==> src/rrafm_pkg.sv <==
// rrafm_pkg: shared types, codes and helpers for the round-robin converter fault monitor
// no dependencies; compiled first

`default_nettype none

package rrafm_pkg;

    localparam int SAMPLE_W        = 16;
    localparam int SLOT_W          = 3;
    localparam int OC_CNT_W        = 7;
    localparam int MODE_W          = 2;
    localparam int GRADE_W         = 2;
    localparam int CFG_IDX_W       = 3;
    localparam int CFG_DATA_W      = 16;
    localparam int DIRT_WINDOW_DEF = 20;

    // reset values of the configuration registers
    localparam logic [SAMPLE_W-1:0] OC_THR_RST     = 16'd11252;
    localparam logic [OC_CNT_W-1:0] OC_WINDOW_RST  = 7'd100;
    localparam logic [OC_CNT_W-1:0] OC_LIMIT_RST   = 7'd15;
    localparam logic [SAMPLE_W-1:0] BT_THR_RST     = 16'h2300;
    localparam logic [SAMPLE_W-1:0] VDIRTY_THR_RST = 16'h3500;
    localparam logic [SAMPLE_W-1:0] DIRTY_THR_RST  = 16'h5100;

    // dirt grading hit limits
    localparam logic [7:0] VERY_DIRTY_LIMIT = 8'd3;
    localparam logic [7:0] DIRTY_LIMIT      = 8'd6;

    typedef enum logic [SLOT_W-1:0] {
        SLOT_BRUSH_I = 3'd0,
        SLOT_PUMP_I  = 3'd1,
        SLOT_BTYPE   = 3'd2,
        SLOT_WATER   = 3'd3,
        SLOT_IR      = 3'd4
    } t_slot;

    typedef enum logic [CFG_IDX_W-1:0] {
        CFG_OC_THR     = 3'd0,
        CFG_OC_WINDOW  = 3'd1,
        CFG_OC_LIMIT   = 3'd2,
        CFG_BT_THR     = 3'd3,
        CFG_VDIRTY_THR = 3'd4,
        CFG_DIRTY_THR  = 3'd5,
        CFG_WORK_MODE  = 3'd6
    } t_cfg_idx;

    typedef enum logic [MODE_W-1:0] {
        MODE_OTHER       = 2'd0,
        MODE_INTELLIGENT = 2'd1,
        MODE_CARPET      = 2'd2,
        MODE_SPARE       = 2'd3
    } t_mode;

    typedef enum logic [GRADE_W-1:0] {
        GRADE_CLEAN      = 2'd0,
        GRADE_DIRTY      = 2'd1,
        GRADE_VERY_DIRTY = 2'd2
    } t_grade;

    // mean of the middle two of four: min/max pair network, then 17-bit sum
    function automatic logic [SAMPLE_W-1:0] trim_mean(
        input logic [SAMPLE_W-1:0] a,
        input logic [SAMPLE_W-1:0] b,
        input logic [SAMPLE_W-1:0] c,
        input logic [SAMPLE_W-1:0] d
    );
        logic [SAMPLE_W-1:0] lo_ab;
        logic [SAMPLE_W-1:0] hi_ab;
        logic [SAMPLE_W-1:0] lo_cd;
        logic [SAMPLE_W-1:0] hi_cd;
        logic [SAMPLE_W-1:0] mid_lo;
        logic [SAMPLE_W-1:0] mid_hi;
        logic [SAMPLE_W:0]   sum;
        lo_ab  = (a < b) ? a : b;
        hi_ab  = (a < b) ? b : a;
        lo_cd  = (c < d) ? c : d;
        hi_cd  = (c < d) ? d : c;
        mid_lo = (lo_ab > lo_cd) ? lo_ab : lo_cd;
        mid_hi = (hi_ab < hi_cd) ? hi_ab : hi_cd;
        sum    = {1'b0, mid_lo} + {1'b0, mid_hi};
        return sum[SAMPLE_W:1];
    endfunction

endpackage

`default_nettype wire

==> src/rrafm_in_if.sv <==
// rrafm_in_if: input item channel (valid/ready plus sample payload)
// depends on rrafm_pkg

`default_nettype none

interface rrafm_in_if;
    logic                             valid;
    logic                             ready;
    logic [rrafm_pkg::SAMPLE_W-1:0]   sample;
    logic                             ir_transmit_on;

    modport source (output valid, output sample, output ir_transmit_on, input ready);
    modport sink   (input valid, input sample, input ir_transmit_on, output ready);
endinterface

`default_nettype wire

==> src/rrafm_out_if.sv <==
// rrafm_out_if: result item channel (valid/ready plus status payload)
// depends on rrafm_pkg

`default_nettype none

interface rrafm_out_if;
    logic                             valid;
    logic                             ready;
    logic [rrafm_pkg::SLOT_W-1:0]     next_slot;
    logic                             brush_overcurrent;
    logic                             pump_overcurrent;
    logic                             brush_kind_err;
    logic [rrafm_pkg::GRADE_W-1:0]    dirt_level;
    logic [rrafm_pkg::SAMPLE_W-1:0]   water_average;

    modport source (
        output valid, output next_slot, output brush_overcurrent, output pump_overcurrent,
        output brush_kind_err, output dirt_level, output water_average, input ready
    );
    modport sink (
        input valid, input next_slot, input brush_overcurrent, input pump_overcurrent,
        input brush_kind_err, input dirt_level, input water_average, output ready
    );
endinterface

`default_nettype wire

==> src/round_robin_adc_fault_monitor_top.sv <==
// round_robin_adc_fault_monitor_top: five-slot converter fault monitor, single module
// depends on rrafm_pkg, rrafm_in_if, rrafm_out_if

// Each accepted item is one converter sample for the slot that the previous result named
// (0 brush current, 1 pump current, 2 brush type, 3 water, 4 infrared; the rotation starts
// at slot 0 after reset). The block sustains one item per clock while results drain: an
// item is captured in an input register, and once the result register is free or being
// drained, one short logic pass updates the slot's detector and loads the result register.
// The input register refills while a result waits, so a stalled consumer costs at most the
// two stages of buffering before ready drops. Current slots judge overcurrent over a
// programmable window, brush type and water keep a trimmed mean of four samples, and the
// infrared slot grades dirt over DIRT_WINDOW samples taken with the emitter on.
// Configuration registers are written through i_cfg_we / i_cfg_idx / i_cfg_data and must
// only be changed while no item is in flight.

`default_nettype none

module round_robin_adc_fault_monitor_top #(
    parameter int DIRT_WINDOW = rrafm_pkg::DIRT_WINDOW_DEF
) (
    input  wire                                  i_clk,
    input  wire                                  i_rst_n,
    input  wire                                  i_cfg_we,
    input  wire  [rrafm_pkg::CFG_IDX_W-1:0]      i_cfg_idx,
    input  wire  [rrafm_pkg::CFG_DATA_W-1:0]     i_cfg_data,
    rrafm_in_if.sink                             i_item,
    rrafm_out_if.source                          o_result
);
    import rrafm_pkg::*;

    // dirt counters only need to reach the window length
    localparam int IR_W = $clog2(DIRT_WINDOW + 1);

    // configuration registers
    logic [SAMPLE_W-1:0] r_oc_thr;
    logic [OC_CNT_W-1:0] r_oc_window;
    logic [OC_CNT_W-1:0] r_oc_limit;
    logic [SAMPLE_W-1:0] r_bt_thr;
    logic [SAMPLE_W-1:0] r_vdirty_thr;
    logic [SAMPLE_W-1:0] r_dirty_thr;
    t_mode               r_mode;

    // input stage
    logic                r_in_vld;
    logic [SAMPLE_W-1:0] r_in_sample;
    logic                r_in_ir_on;

    // detector state
    t_slot               r_slot,      n_slot;
    logic [OC_CNT_W-1:0] r_bw_cnt,    n_bw_cnt;
    logic [OC_CNT_W-1:0] r_bh_cnt,    n_bh_cnt;
    logic [OC_CNT_W-1:0] r_pw_cnt,    n_pw_cnt;
    logic [OC_CNT_W-1:0] r_ph_cnt,    n_ph_cnt;
    logic [SAMPLE_W-1:0] r_bt_buf [3];
    logic [1:0]          r_bt_fill,   n_bt_fill;
    logic [SAMPLE_W-1:0] r_bt_mean,   n_bt_mean;
    logic [SAMPLE_W-1:0] r_wt_buf [3];
    logic [1:0]          r_wt_fill,   n_wt_fill;
    logic [SAMPLE_W-1:0] r_wt_mean,   n_wt_mean;
    logic [IR_W-1:0]     r_ir_cnt,    n_ir_cnt;
    logic [IR_W-1:0]     r_vd_hits,   n_vd_hits;
    logic [IR_W-1:0]     r_d_hits,    n_d_hits;
    logic                r_brush_oc,  n_brush_oc;
    logic                r_pump_oc,   n_pump_oc;
    logic                r_bt_err,    n_bt_err;
    t_grade              r_grade,     n_grade;

    // result register
    logic                r_out_vld;

    logic w_adv;
    logic w_fire;
    logic w_in_acc;

    // result stage moves when its register is empty or being drained
    assign w_adv    = !r_out_vld || o_result.ready;
    assign w_fire   = r_in_vld && w_adv;
    assign w_in_acc = i_item.valid && i_item.ready;

    assign i_item.ready = !r_in_vld || w_adv;

    // configuration writes
    always_ff @(posedge i_clk) begin
        if (!i_rst_n) begin
            r_oc_thr     <= OC_THR_RST;
            r_oc_window  <= OC_WINDOW_RST;
            r_oc_limit   <= OC_LIMIT_RST;
            r_bt_thr     <= BT_THR_RST;
            r_vdirty_thr <= VDIRTY_THR_RST;
            r_dirty_thr  <= DIRTY_THR_RST;
            r_mode       <= MODE_OTHER;
        end else if (i_cfg_we) begin
            unique case (i_cfg_idx)
                CFG_OC_THR:     r_oc_thr     <= i_cfg_data;
                CFG_OC_WINDOW:  r_oc_window  <= i_cfg_data[OC_CNT_W-1:0];
                CFG_OC_LIMIT:   r_oc_limit   <= i_cfg_data[OC_CNT_W-1:0];
                CFG_BT_THR:     r_bt_thr     <= i_cfg_data;
                CFG_VDIRTY_THR: r_vdirty_thr <= i_cfg_data;
                CFG_DIRTY_THR:  r_dirty_thr  <= i_cfg_data;
                CFG_WORK_MODE:  r_mode       <= t_mode'(i_cfg_data[MODE_W-1:0]);
                default: begin
                    // writes beyond the register list are dropped
                end
            endcase
        end
    end

    // input register
    always_ff @(posedge i_clk) begin
        if (!i_rst_n) begin
            r_in_vld <= 1'b0;
        end else if (w_in_acc) begin
            r_in_vld <= 1'b1;
        end else if (w_fire) begin
            r_in_vld <= 1'b0;
        end
    end

    always_ff @(posedge i_clk) begin
        if (w_in_acc) begin
            r_in_sample <= i_item.sample;
            r_in_ir_on  <= i_item.ir_transmit_on;
        end
    end

    // one pass of detector logic for the current slot
    always_comb begin
        logic oc_hit;
        logic [OC_CNT_W-1:0] win_inc;
        logic [OC_CNT_W-1:0] hit_inc;
        logic [SAMPLE_W-1:0] bt_mean_now;

        n_slot     = SLOT_BRUSH_I;
        n_bw_cnt   = r_bw_cnt;
        n_bh_cnt   = r_bh_cnt;
        n_pw_cnt   = r_pw_cnt;
        n_ph_cnt   = r_ph_cnt;
        n_bt_fill  = r_bt_fill;
        n_bt_mean  = r_bt_mean;
        n_wt_fill  = r_wt_fill;
        n_wt_mean  = r_wt_mean;
        n_ir_cnt   = r_ir_cnt;
        n_vd_hits  = r_vd_hits;
        n_d_hits   = r_d_hits;
        n_brush_oc = r_brush_oc;
        n_pump_oc  = r_pump_oc;
        n_bt_err   = r_bt_err;
        n_grade    = r_grade;

        oc_hit      = (r_in_sample >= r_oc_thr);
        win_inc     = '0;
        hit_inc     = '0;
        bt_mean_now = r_bt_mean;

        unique case (r_slot)
            SLOT_BRUSH_I: begin
                win_inc = r_bw_cnt + OC_CNT_W'(1);
                hit_inc = oc_hit ? r_bh_cnt + OC_CNT_W'(1) : r_bh_cnt;
                // window end: judge, then restart both counters
                if (win_inc >= r_oc_window) begin
                    n_brush_oc = (hit_inc >= r_oc_limit);
                    n_bw_cnt   = '0;
                    n_bh_cnt   = '0;
                end else begin
                    n_bw_cnt   = win_inc;
                    n_bh_cnt   = hit_inc;
                end
                n_slot = SLOT_PUMP_I;
            end
            SLOT_PUMP_I: begin
                win_inc = r_pw_cnt + OC_CNT_W'(1);
                hit_inc = oc_hit ? r_ph_cnt + OC_CNT_W'(1) : r_ph_cnt;
                if (win_inc >= r_oc_window) begin
                    n_pump_oc = (hit_inc >= r_oc_limit);
                    n_pw_cnt  = '0;
                    n_ph_cnt  = '0;
                end else begin
                    n_pw_cnt  = win_inc;
                    n_ph_cnt  = hit_inc;
                end
                n_slot = SLOT_BTYPE;
            end
            SLOT_BTYPE: begin
                // the fourth sample completes the buffer and goes straight into the mean
                if (r_bt_fill == 2'd3) begin
                    bt_mean_now = trim_mean(r_bt_buf[0], r_bt_buf[1], r_bt_buf[2],
                                            r_in_sample);
                end
                n_bt_mean = bt_mean_now;
                n_bt_fill = r_bt_fill + 2'd1;
                if (bt_mean_now < r_bt_thr) begin
                    n_bt_err = 1'b1;
                end else if (r_mode == MODE_INTELLIGENT || r_mode == MODE_CARPET) begin
                    n_bt_err = 1'b0;
                end
                n_slot = SLOT_WATER;
            end
            SLOT_WATER: begin
                if (r_wt_fill == 2'd3) begin
                    n_wt_mean = trim_mean(r_wt_buf[0], r_wt_buf[1], r_wt_buf[2],
                                          r_in_sample);
                end
                n_wt_fill = r_wt_fill + 2'd1;
                n_slot    = SLOT_IR;
            end
            SLOT_IR: begin
                // dirt counters hold while the emitter is off
                if (r_in_ir_on) begin
                    n_ir_cnt = r_ir_cnt + IR_W'(1);
                    if (r_in_sample < r_vdirty_thr) begin
                        n_vd_hits = r_vd_hits + IR_W'(1);
                    end else if (r_in_sample < r_dirty_thr) begin
                        n_d_hits = r_d_hits + IR_W'(1);
                    end
                    if (n_ir_cnt >= IR_W'(DIRT_WINDOW)) begin
                        if (8'(n_vd_hits) >= VERY_DIRTY_LIMIT) begin
                            n_grade = GRADE_VERY_DIRTY;
                        end else if (8'(n_d_hits) >= DIRTY_LIMIT) begin
                            n_grade = GRADE_DIRTY;
                        end else begin
                            n_grade = GRADE_CLEAN;
                        end
                        n_ir_cnt  = '0;
                        n_vd_hits = '0;
                        n_d_hits  = '0;
                    end
                end
                n_slot = SLOT_BRUSH_I;
            end
            default: begin
                // unused slot codes fall back to the start of the rotation
                n_slot = SLOT_BRUSH_I;
            end
        endcase
    end

    // detector state and result valid
    always_ff @(posedge i_clk) begin
        if (!i_rst_n) begin
            r_slot     <= SLOT_BRUSH_I;
            r_bw_cnt   <= '0;
            r_bh_cnt   <= '0;
            r_pw_cnt   <= '0;
            r_ph_cnt   <= '0;
            r_bt_fill  <= '0;
            r_bt_mean  <= '0;
            r_wt_fill  <= '0;
            r_wt_mean  <= '0;
            r_ir_cnt   <= '0;
            r_vd_hits  <= '0;
            r_d_hits   <= '0;
            r_brush_oc <= 1'b0;
            r_pump_oc  <= 1'b0;
            r_bt_err   <= 1'b0;
            r_grade    <= GRADE_CLEAN;
            r_out_vld  <= 1'b0;
        end else begin
            if (w_fire) begin
                r_slot     <= n_slot;
                r_bw_cnt   <= n_bw_cnt;
                r_bh_cnt   <= n_bh_cnt;
                r_pw_cnt   <= n_pw_cnt;
                r_ph_cnt   <= n_ph_cnt;
                r_bt_fill  <= n_bt_fill;
                r_bt_mean  <= n_bt_mean;
                r_wt_fill  <= n_wt_fill;
                r_wt_mean  <= n_wt_mean;
                r_ir_cnt   <= n_ir_cnt;
                r_vd_hits  <= n_vd_hits;
                r_d_hits   <= n_d_hits;
                r_brush_oc <= n_brush_oc;
                r_pump_oc  <= n_pump_oc;
                r_bt_err   <= n_bt_err;
                r_grade    <= n_grade;
            end
            if (w_fire) begin
                r_out_vld <= 1'b1;
            end else if (o_result.ready) begin
                r_out_vld <= 1'b0;
            end
        end
    end

    // four-sample buffers, only the first three entries are stored
    always_ff @(posedge i_clk) begin
        if (w_fire && r_slot == SLOT_BTYPE && r_bt_fill != 2'd3) begin
            r_bt_buf[r_bt_fill] <= r_in_sample;
        end
        if (w_fire && r_slot == SLOT_WATER && r_wt_fill != 2'd3) begin
            r_wt_buf[r_wt_fill] <= r_in_sample;
        end
    end

    // result payload is the live state, which changes only when a new result loads
    assign o_result.valid             = r_out_vld;
    assign o_result.next_slot         = r_slot;
    assign o_result.brush_overcurrent = r_brush_oc;
    assign o_result.pump_overcurrent  = r_pump_oc;
    assign o_result.brush_kind_err    = r_bt_err;
    assign o_result.dirt_level        = r_grade;
    assign o_result.water_average     = r_wt_mean;

    // every processed item leaves a result behind
    a_fire_gives_result: assert property (@(posedge i_clk) disable iff (!i_rst_n)
        w_fire |=> r_out_vld)
        else $error("processed item produced no result");

    // rotation advances by exactly one slot per processed item
    a_slot_step: assert property (@(posedge i_clk) disable iff (!i_rst_n)
        w_fire |=> ((($past(r_slot) == SLOT_IR) && (r_slot == SLOT_BRUSH_I)) ||
                    (($past(r_slot) != SLOT_IR) &&
                     (r_slot == t_slot'($past(r_slot) + SLOT_W'(1))))))
        else $error("slot rotation skipped or repeated");

    // a result may not be overwritten while it is still waiting
    a_no_overwrite: assert property (@(posedge i_clk) disable iff (!i_rst_n)
        (r_out_vld && !o_result.ready) |-> !w_fire)
        else $error("pending result overwritten");

    // dirt hits never outnumber counted infrared samples
    a_dirt_hits_bound: assert property (@(posedge i_clk) disable iff (!i_rst_n)
        ({1'b0, r_vd_hits} + {1'b0, r_d_hits}) <= {1'b0, r_ir_cnt})
        else $error("dirt hit counters exceed window count");

    // slot state only moves when an item is processed
    a_slot_hold: assert property (@(posedge i_clk) disable iff (!i_rst_n)
        !w_fire |=> $stable(r_slot))
        else $error("slot changed without an item");

endmodule

`default_nettype wire
==> src/flat_wrapper.sv <==
// flat-port wrapper written by rule: the top's interface ports become plain ports
module round_robin_adc_fault_monitor_top_flat import rrafm_pkg::*;
#(
    parameter int DIRT_WINDOW = rrafm_pkg::DIRT_WINDOW_DEF
)
  (i_clk, i_rst_n, i_cfg_we, i_cfg_idx, i_cfg_data, i_item_valid, i_item_sample, i_item_ir_transmit_on, i_item_ready, o_result_valid, o_result_next_slot, o_result_brush_overcurrent, o_result_pump_overcurrent, o_result_brush_kind_err, o_result_dirt_level, o_result_water_average, o_result_ready);
  rrafm_in_if i_item_i ();
  rrafm_out_if o_result_i ();
  input  wire i_clk;
  input  wire i_rst_n;
  input  wire i_cfg_we;
  input  wire  [rrafm_pkg::CFG_IDX_W-1:0] i_cfg_idx;
  input  wire  [rrafm_pkg::CFG_DATA_W-1:0] i_cfg_data;
  input wire logic [$bits(i_item_i.valid)-1:0] i_item_valid;
  input wire logic [$bits(i_item_i.sample)-1:0] i_item_sample;
  input wire logic [$bits(i_item_i.ir_transmit_on)-1:0] i_item_ir_transmit_on;
  output wire logic [$bits(i_item_i.ready)-1:0] i_item_ready;
  output wire logic [$bits(o_result_i.valid)-1:0] o_result_valid;
  output wire logic [$bits(o_result_i.next_slot)-1:0] o_result_next_slot;
  output wire logic [$bits(o_result_i.brush_overcurrent)-1:0] o_result_brush_overcurrent;
  output wire logic [$bits(o_result_i.pump_overcurrent)-1:0] o_result_pump_overcurrent;
  output wire logic [$bits(o_result_i.brush_kind_err)-1:0] o_result_brush_kind_err;
  output wire logic [$bits(o_result_i.dirt_level)-1:0] o_result_dirt_level;
  output wire logic [$bits(o_result_i.water_average)-1:0] o_result_water_average;
  input wire logic [$bits(o_result_i.ready)-1:0] o_result_ready;
  assign i_item_i.valid = i_item_valid;
  assign i_item_i.sample = i_item_sample;
  assign i_item_i.ir_transmit_on = i_item_ir_transmit_on;
  assign i_item_ready = i_item_i.ready;
  assign o_result_valid = o_result_i.valid;
  assign o_result_next_slot = o_result_i.next_slot;
  assign o_result_brush_overcurrent = o_result_i.brush_overcurrent;
  assign o_result_pump_overcurrent = o_result_i.pump_overcurrent;
  assign o_result_brush_kind_err = o_result_i.brush_kind_err;
  assign o_result_dirt_level = o_result_i.dirt_level;
  assign o_result_water_average = o_result_i.water_average;
  assign o_result_i.ready = o_result_ready;
  round_robin_adc_fault_monitor_top #(.DIRT_WINDOW(DIRT_WINDOW)) u_core (.i_clk(i_clk), .i_rst_n(i_rst_n), .i_cfg_we(i_cfg_we), .i_cfg_idx(i_cfg_idx), .i_cfg_data(i_cfg_data), .i_item(i_item_i), .o_result(o_result_i));
endmodule
==> config.mk <==
export PLATFORM = sky130hd
export DESIGN_NAME = round_robin_adc_fault_monitor_top_flat
export DESIGN_NICKNAME = d
export VERILOG_FILES = /design/src/rrafm_pkg.sv /design/src/rrafm_in_if.sv /design/src/rrafm_out_if.sv /design/src/round_robin_adc_fault_monitor_top.sv /design/src/flat_wrapper.sv
export SDC_FILE = /design/constraint.sdc
export NUM_CORES = 1
export LEC_CHECK = 0
export BUFFER_PORTS_ARGS = -buffer_cell sky130_fd_sc_hd__buf_2
export CAP_MARGIN = 10
export CORE_MARGIN = 1.5
export CORE_UTILIZATION = 40
export CTS_BUF_LIST = sky130_fd_sc_hd__clkbuf_16
export DETAILED_ROUTE_END_ITERATION = 8
export MAX_ROUTING_LAYER = met4
export PLACE_DENSITY_LB_ADDON = 0.25
export SLEW_MARGIN = 20
export SYNTH_ARGS = -nofsm -noshare
export SYNTH_HDL_FRONTEND = slang
export SYNTH_SLANG_ARGS = --single-unit
export TNS_END_PERCENT = 5
==> constraint.sdc <==
create_clock -name i_clk -period 8.5 [get_ports i_clk]
set_input_delay 1.7 -clock i_clk [delete_from_list [all_inputs] [get_ports i_clk]]
set_output_delay 1.7 -clock i_clk [all_outputs]
set_load 0.01 [all_outputs]
==> impl_metrics.json <==
{
  "area_growth_pct": 11.03,
  "place_hpwl_um": 42190,
  "cts_tree": "built",
  "die_y_um": 222.8,
  "start_util_pct": 40.48,
  "fin_nets": 2578,
  "worstMarginPinSlew_ns": 1.036,
  "timing.hold.ws_ns": 0.4460,
  "hold_end": "u_core.o_result.water_average[6]",
  "cts-root-buf": "clkbuf_16",
  "grt.total_usage_pct": 23.10,
  "seq_area_frac_synth_pct": 35.06,
  "viasPerCell": 5.572,
  "portBuffers": 66,
  "r2r_slack_ns": 0.62,
  "synth_cell_types": 69,
  "fin_tns_setup_ns": 0,
  "clock_latency_ns": 0.56,
  "synthCells": 2223,
  "path_max_fanout": 22,
  "yosys-top-cells-area": "edfxtp_1, dfxtp_1, ha_1, a21oi_1, nand2_1",
  "worstHoldStart": "u_core.o_result.water_average[6]",
  "ant_nets": 0,
  "synth_ff_type": "dfxtp_1",
  "critical_path.most_common_cell": "a21oi_1",
  "cp.arrival_ns": 8.35,
  "layout_min_cycle_time_ns": 7.877,
  "final_common_cell": "nand2_1",
  "synth.avg_cell_area_um2": 8.694,
  "min_path_cells": 2,
  "drt-pass1-iter-count": 5,
  "synth_seq_cells": 282,
  "wire_per_inst_um": 19.28,
  "post-cts-setup-buffers": 0,
  "fmax_mhz": 127.0,
  "synth_nets": 2523,
  "synth_area_leader_cell": "edfxtp_1",
  "numClockSinks": 282,
  "grt_pass1_vias": 15560,
  "rsz0062_at_grt": "false",
  "r2r_start": "u_core.r_bt_buf[2][15]",
  "power_frac_clock_pct": 40.3,
  "dieArea_um2": 49640,
  "setup_viol": 0,
  "cts.path.max_buffers": 3,
  "p_seq_share_pct": 42.9,
  "die_w_um": 222.8,
  "antennaDiodeCount": 0,
  "reg2reg_depth": 32,
  "leakage_uw": 0.009321,
  "antenna_found_initial": 2,
  "combPwrFrac_pct": 16.8,
  "crit_path_start_kind": "flip-flop",
  "status": "completed",
  "yosysWarnings": 0,
  "grt_max_degree": 90,
  "fill_cells": 4637,
  "rows": 80,
  "drc": 0,
  "ctsResizeCount": 0,
  "routed_wl_um": 56210,
  "max_stage_delay_ns": 0.66,
  "layout_common_cells": "nand2_1, ha_1, a21oi_1",
  "vias": 16240,
  "fin_skew_ns": 0.01451,
  "relSlewSlack_pct": 30.93,
  "seq_area_um2": 6777,
  "htree_num_levels": 2,
  "critical_path_class": "reg -> reg",
  "hold_violations": 0,
  "drv_cap": 0,
  "gp_congestion": 0.9173,
  "fin_crit_sh_pct": 92.67,
  "hold_path_class": "reg -> reg",
  "p_switching_uw": 973.2,
  "postSynth.asyncResetShare_pct": 0,
  "grt_remaining_overflow": 0,
  "p_int_uw": 2377,
  "grt_pass1_wl_um": 87100,
  "multi_input_comb_area_um2": 11650,
  "netlist_area_um2": 19330,
  "p_per_area_nw_per_um2": 156.1,
  "reg2reg_to": "u_core.o_result.brush_kind_err",
  "synth-edff-count": 113,
  "slowest_stage": "a221oi_1",
  "swShare_pct": 29.05,
  "numCtsBuffers": 34,
  "hold_buffers": 0,
  "synth_top_area_share_pct": 17.56,
  "coreArea_um2": 47750,
  "cp-end-kind": "flip-flop",
  "drv_slew": 0,
  "required_ns": 8.97,
  "drive_gt1_share_pct": 8.870,
  "peakVddDrop_mv": 0.1294,
  "num_io_pins": 67,
  "clk_pin_slew_ns": 0.06,
  "drt-initial-drc-count": 1119
}
==> how the worst max path moves through the flow <==
stage | from | endpoint
2_1_floorplan | u_core.r_bt_buf[0][2] | u_core.o_result.brush_kind_err
3_3_place_gp | u_core.r_bt_buf[0][2] | u_core.o_result.brush_kind_err
3_5_place_dp | u_core.r_bt_buf[0][2] | u_core.o_result.brush_kind_err
4_1_cts | u_core.r_bt_buf[0][2] | u_core.o_result.brush_kind_err
5_1_grt | u_core.r_in_sample[5] | u_core.o_result.brush_kind_err
6_report | u_core.r_bt_buf[2][15] | u_core.o_result.brush_kind_err
==> Yosys cell counts, types with 4 or more instances <==
| master | number |
|---|---|
| a31oi_1 | 14 |
| xnor2_1 | 26 |
| inv_1 | 168 |
| nand2_1 | 269 |
| a22oi_1 | 4 |
| nand4_1 | 31 |
| nand3_1 | 58 |
| dfxtp_1 | 169 |
| a21o_1 | 58 |
| a211o_1 | 10 |
| o21a_1 | 19 |
| nor3_1 | 32 |
| mux2i_1 | 91 |
| mux2_2 | 30 |
| clkbuf_1 | 74 |
| a211oi_1 | 10 |
| o211ai_1 | 37 |
| and3_1 | 14 |
| a41oi_1 | 4 |
| nor2_1 | 172 |
| a2bb2oi_1 | 4 |
| o21bai_1 | 9 |
| or4_1 | 9 |
| or3_1 | 18 |
| a21boi_0 | 4 |
| buf_1 | 9 |
| edfxtp_1 | 113 |
| nor2b_1 | 23 |
| and2_1 | 21 |
| ha_1 | 257 |
| a21oi_1 | 255 |
| o21ai_0 | 101 |
| xor2_1 | 16 |
| nand2b_1 | 21 |
| o31ai_1 | 4 |
==> power groups by stage <==
| stage | combinational (uW) | sequential, uW | clock [uW] |
|---|---|---|---|
| global placement | 549 | 1470 | 0 |
| CTS | 557 | 1440 | 1380 |
| finish | 562 | 1440 | 1350 |
| global route | 623 | 1440 | 1430 |
| detailed placement | 553 | 1470 | 0 |
| floorplan | 376 | 1470 | 0 |
==> worst max-delay path, delay by kind of cell (launching register included) <==
family	cells	cell delay [ns]
simple gates	7	1.39
compound gates	19	4.12
flops	1	0.48
fa+ha+maj	4	1.41
xor+xnor	1	0.12
mux	1	0.28
==> area by class of cell <==
class | instances | share of cell area, %
multi-input combinational | 1688 | 54.29
sequential | 282 | 31.58
clock buffer | 35 | 4.082
tap | 615 | 3.586
timing repair buffer | 104 | 2.962
inverter | 168 | 2.950
clock inverter | 23 | 0.5539
==> logic make-up (layout without fill, tap and decap cells) <==
group | Yosys count | in the layout | synth area share [%]
AOI/OAI and AO/OA | 581 | 582 | 18.65
xor gates and xnor gates | 42 | 42 | 1.903
adders and majority gates | 259 | 259 | 16.85
buffers and inverters | 254 | 330 | 4.985
DFF | 282 | 282 | 35.06
muxes | 122 | 122 | 6.539
and+or+nand+nor | 683 | 683 | 16.02
==> layer usage <==
layer / part of all wire (%) / GRT usage (%) / vias up
met4: 3.4 / 8.822 / 0
met5: 0 / - / -
met1: 45 / 29.78 / 7661
li1: - / - / 8086
met2: 47 / 37.27 / 393
met3: 4.5 / 2.499 / 103
==> state kept, by name, summed over array words and instances (netlist names), 16 cells and up <==
name	count
u_core.r_bt_buf	48
u_core.r_vdirty_thr	16
u_core.r_dirty_thr	16
u_core.r_bt_thr	16
u_core.o_result.water_average	16
u_core.r_wt_buf	48
u_core.r_in_sample	16
u_core.r_oc_thr	16
u_core.r_bt_mean	16
==> stage by stage <==
step / cells / total power (uW) / area (um2) / setup slack, ns / utilization (%)
after detailed placement: 2855 / 2019 / 20410 / 0.5131 / 42.76
after global routing: 2915 / 3487 / 21460 / 0.1182 / 44.94
after global placement: 2855 / 2014 / 20410 / 0.7554 / 42.76
after CTS: 2913 / 3377 / 21410 / 0.4982 / 44.84
final: 2915 / 3350 / 21460 / 0.6232 / 44.94
after floorplan: 2223 / 1846 / 19330 / 1.086 / -
Note: power is estimated with default switching activity, not from simulation.
